[config.mk]
export PLATFORM = sky130hd
export DESIGN_NAME = rtpa_table
export DESIGN_NICKNAME = d
export VERILOG_FILES = /design/src/hw/rtl/range_table_page_allocator_top_defines.svh /design/src/hw/rtl/rtpa_pkg.sv /design/src/hw/rtl/rtpa_table.sv
export SDC_FILE = /design/constraint.sdc
export NUM_CORES = 1
export LEC_CHECK = 0
export BUFFER_PORTS_ARGS = -buffer_cell sky130_fd_sc_hd__clkbuf_2
export CAP_MARGIN = 30
export CORE_AREA = 8 8 266 268
export DETAILED_ROUTE_END_ITERATION = 10
export DIE_AREA = 0 0 274 276
export PLACE_DENSITY = 0.78
export REMOVE_ABC_BUFFERS = 1
export SYNTH_ARGS = -nofsm -noshare
export SYNTH_HDL_FRONTEND = slang
export SYNTH_SLANG_ARGS = --single-unit
[constraint.sdc]
create_clock -name i_clk -period 13.7 [get_ports i_clk]
set_input_delay 1.37 -clock i_clk [delete_from_list [all_inputs] [get_ports i_clk]]
set_output_delay 1.37 -clock i_clk [all_outputs]
set_load 0.02 [all_outputs]
[src/hw/rtl/range_table_page_allocator_top_defines.svh]
// Assertion macros shared by the range table page allocator.
`ifndef RANGE_TABLE_PAGE_ALLOCATOR_TOP_DEFINES_SVH
`define RANGE_TABLE_PAGE_ALLOCATOR_TOP_DEFINES_SVH
// Checks that a condition implies a consequence on the same edge.
`define RTPA_ASSERT_IMPL(label, clk, rst_n, cond, cons, msg) \
    label: assert property (@(posedge clk) disable iff (!rst_n) (cond) |-> (cons)) \
        else $error(msg);
// Checks that a condition implies a consequence on the next edge.
`define RTPA_ASSERT_NEXT(label, clk, rst_n, cond, cons, msg) \
    label: assert property (@(posedge clk) disable iff (!rst_n) (cond) |=> (cons)) \
        else $error(msg);
`endif

[src/hw/rtl/rtpa_pkg.sv]
// Package with shared constants and types of the range table page allocator.
`default_nettype none
package rtpa_pkg;
    localparam int FREE_SLOTS_DEF = 16;
    localparam int USED_SLOTS_DEF = 64;
    localparam int PAGE_BYTES_DEF = 4096;

    localparam logic [1:0] OP_FREE = 2'd0;
    localparam logic [1:0] OP_AT = 2'd1;
    localparam logic [1:0] OP_ANY = 2'd2;
    localparam logic [1:0] OP_UNUSED = 2'd3;

    localparam logic [1:0] ST_DONE = 2'd0;
    localparam logic [1:0] ST_NOFIT = 2'd1;
    localparam logic [1:0] ST_FULL = 2'd2;

    typedef struct packed {
        logic [31:0] start;
        logic [31:0] length;
    } t_range;
endpackage
`default_nettype wire

[src/hw/rtl/rtpa_table.sv]
// Synchronous range table with one write port and one registered read port.
`default_nettype none
module rtpa_table #(
    parameter int DEPTH = 16,
    parameter int AW = 4
) (
    input  wire logic             i_clk,
    input  wire logic             i_we,
    input  wire logic [AW-1:0]    i_waddr,
    input  wire rtpa_pkg::t_range i_wdata,
    input  wire logic [AW-1:0]    i_raddr,
    output rtpa_pkg::t_range      o_rdata
);
    rtpa_pkg::t_range r_mem [DEPTH];
    rtpa_pkg::t_range r_rdata;

    always_ff @(posedge i_clk) begin
        if (i_we) begin
            r_mem[i_waddr] <= i_wdata;
        end
        r_rdata <= r_mem[i_raddr];
    end

    assign o_rdata = r_rdata;
endmodule
`default_nettype wire

==> flow_metrics.py <==
metrics = {
    "status": {
        "outcome": "completed",
    },
    "setup_path": {
        "cp-startpoint": "i_raddr[0]",
        "cpMostUsedCell": "buf_4",
        "r2r_end": "o_rdata[12]",
        "rr_startpoint": "r_mem[3][12]",
        "path_cells": "buf_8, buf_4, buf_4, mux4_2, a22oi_1, nand2_1",
        "arrival_ns": 4.58,
        "cp_max_fo": 73,
        "crit_path_end": "o_rdata[43]",
        "cp.required_ns": 14.22,
        "slowest_stage": "buf_4",
        "ff2ff_path_depth": 3,
        "ff2ff_setup_slack_ns": 12.28,
        "crit_type": "in2reg",
        "crit_path_max_incr_delay_ns": 0.80,
        "start_kind": "input port",
        "end_kind": "flop",
    },
    "sta": {
        "setup_viol": 0,
        "period_share": 0.297,
        "fin_setup_tns_ns": 0,
        "drv_slew": 0,
        "worstMarginPinSlew_ns": 1.04,
        "maxSlewHeadroom": 0.309,
        "clock_skew_ns": 0.0365,
        "fin_crit_ns": 4.07,
        "fmax_mhz": 246,
        "rsz0062_at_grt": "false",
        "finalWorstSetupSlack_ns": 9.63,
        "hold_violations": 0,
    },
    "yosys": {
        "avgSynthCellArea_sq_um": 24.0,
        "ys_seq_area_frac": 0.809,
        "synth_warnings": 0,
        "synth_area_sq_um": 39600,
        "async_flop_share": 0,
        "synth.distinct_cells": 18,
        "syn_inst": 1647,
        "ys.flop_type": "edfxtp_1",
        "synth-seq-cells": 1088,
        "synth_edf_count": 1024,
    },
    "routing": {
        "drt_wl_total_microns": 89100,
        "drt_iter0_drc": 2549,
        "drcViolationCount": 0,
        "wl_per_cell_microns": 31.7,
        "met2WireLength_microns": 45400,
        "highest_layer": "met5",
        "wl_met3_microns": 8460,
        "vias_per_cell": 6.59,
        "via_count": 18513,
        "first_pass_iters": 5,
        "antenna_left": 0,
        "wl_met1_microns": 32900,
    },
    "die": {
        "die_w_microns": 274,
        "core_area_sq_um": 66600,
        "dieHeight_microns": 276,
        "ios": 138,
        "start_util": 0.595,
        "num_rows": 95,
        "dieArea_sq_um": 75600,
    },
    "power_and_ir_drop": {
        "internal-power_mw": 5.44,
        "sw_frac_of_total": 0.208,
        "vdd_drop_max_v": 0.0000982,
        "power_frac_seq": 0.546,
        "pwr-share-clk": 0.405,
        "leakagePower_nw": 14.5,
        "power_frac_comb": 0.049,
        "power.switching_mw": 1.43,
        "p_per_area_nw_per_um2": 153,
    },
    "place": {
        "dpl.hpwl_microns": 42300,
        "dp_slack_ns": 8.81,
        "globalplace.congestion": 0.705,
        "port_buffers": 137,
    },
    "min_path": {
        "hold_path.class": "reg2reg",
        "whs_path_depth": 3,
    },
    "clock_tree": {
        "cts.sinks": 1088,
        "post-cts-setup-buffer-count": 0,
        "clk_pin_slew_worst_paths_ns": 0.06,
        "worst_skew_pair.late_latency_ns": 0.67,
        "cts-buffers-inserted": 100,
        "cts_max_path_buffers": 3,
        "root_buffer": "clkbuf_16",
        "hold_buffers": 0,
        "cts_tree": "built",
        "htree_levels": 3,
        "cts_resized": 0,
    },
    "cells_and_area": {
        "drive_above_1_share": 0.314,
        "fin_nets": 1919,
        "regArea_sq_um": 32000,
        "multi_input_area_sq_um": 7230,
        "syn2layout_area_growth_pct": 13.3,
        "fill_cells": 3992,
    },
    "global_routing": {
        "grt_max_degree": 111,
        "first_global_vias": 19346,
        "grt_pass1_wl_microns": 129000,
        "antenna_found_initial": 6,
        "grt_overflow": 0,
        "grtUsageTotal": 0.234,
    },
    "job": {
        "drv_cap": 0,
    },
}
final cells by class:
| class | count | area share |
|---|---|---|
| sequential | 1088 | 0.714 |
| tap | 873 | 0.0244 |
| clock inverter | 59 | 0.0129 |
| clock buffer | 130 | 0.0606 |
| multi-input combinational | 475 | 0.161 |
| timing repair buffer | 180 | 0.0263 |
| antenna | 5 | 0.000279 |
worst min path at each step:
stage	startpoint	to
6_report	r_mem[14][36]	o_rdata[36]
2_1_floorplan	r_mem[14][0]	o_rdata[0]
3_3_place_gp	r_mem[14][20]	o_rdata[20]
3_5_place_dp	r_mem[15][44]	o_rdata[44]
4_1_cts	r_mem[14][36]	o_rdata[36]
5_1_grt	r_mem[15][20]	o_rdata[20]
state kept, by name (all words and copies together) (netlist names):
register / count
o_rdata: 64
r_mem: 1024
metrics by stage:
stage               power, mW   util  instances  instance area, sq um  hold WS, ns
finish                   6.87  0.674       2810                 44800        0.670
global route             7.06  0.674       2807                 44800        0.688
CTS                      6.91  0.673       2804                 44800        0.674
detailed placement       4.16  0.624       2615                 41500        0.656
global placement         4.14  0.621       2608                 41300        0.648
floorplan                3.98      -       1563                 39100        0.635
metal layers:
layer	vias to the layer above	global-route usage
met5	-	0
met4	6	0.0736
met3	163	0.0530
met2	1054	0.382
met1	9825	0.316
li1	7465	-
worst max-delay path, delay by kind of cell:
kind | cells | cell delay, ns
and+or+nand+nor | 1 | 0.11
muxes | 1 | 0.59
buffers and inverters | 3 | 2.17
AOI/OAI and AO/OA | 1 | 0.25
Yosys cell counts (4+ instances only):
master / number / area, sq um
edfxtp_1: 1024 / 30700
a22oi_1: 128 / 961
buf_6: 13 / 146
dfxtp_1: 64 / 1280
nor2_1: 13 / 48.8
buf_2: 13 / 65.1
buf_1: 16 / 60.1
nor3_1: 4 / 20.0
clkbuf_1: 36 / 135
nand2_1: 65 / 244
mux4_2: 256 / 5770
buf_4: 6 / 45.0
cell families after synthesis:
logic type | count (synthesis) | share of synthesized area
muxes | 256 | 0.146
AOI/OAI and AO/OA | 128 | 0.0243
and+or+nand+nor | 91 | 0.00942
buffers and inverters | 84 | 0.0114
DFF | 1088 | 0.809
cell usage in the layout, fill, tap and decap left out, drive strengths merged, types with 2 or more instances in the layout:
| master | n |
|---|---|
| diode | 5 |
| nand2 | 65 |
| nand3b | 2 |
| edfxtp | 1024 |
| clkinvlp | 3 |
| a22oi | 128 |
| dfxtp | 64 |
| nor2b | 2 |
| bufinv | 10 |
| inv | 3 |
| nand2b | 2 |
| nor2 | 13 |
| nor3 | 4 |
| clkbuf | 265 |
| buf | 45 |
| clkinv | 43 |
| mux4 | 256 |
power groups by stage:
stage          logic (mW)  clock network (mW)  registers [mW]
2_1_floorplan       0.142                   0            3.84
3_3_place_gp        0.326                   0            3.81
3_5_place_dp        0.339                   0            3.82
4_1_cts             0.343                2.82            3.75
5_1_grt             0.361                2.95            3.75
6_report            0.340                2.78            3.75
No activity file was read; power rests on OpenSTA's default activity.
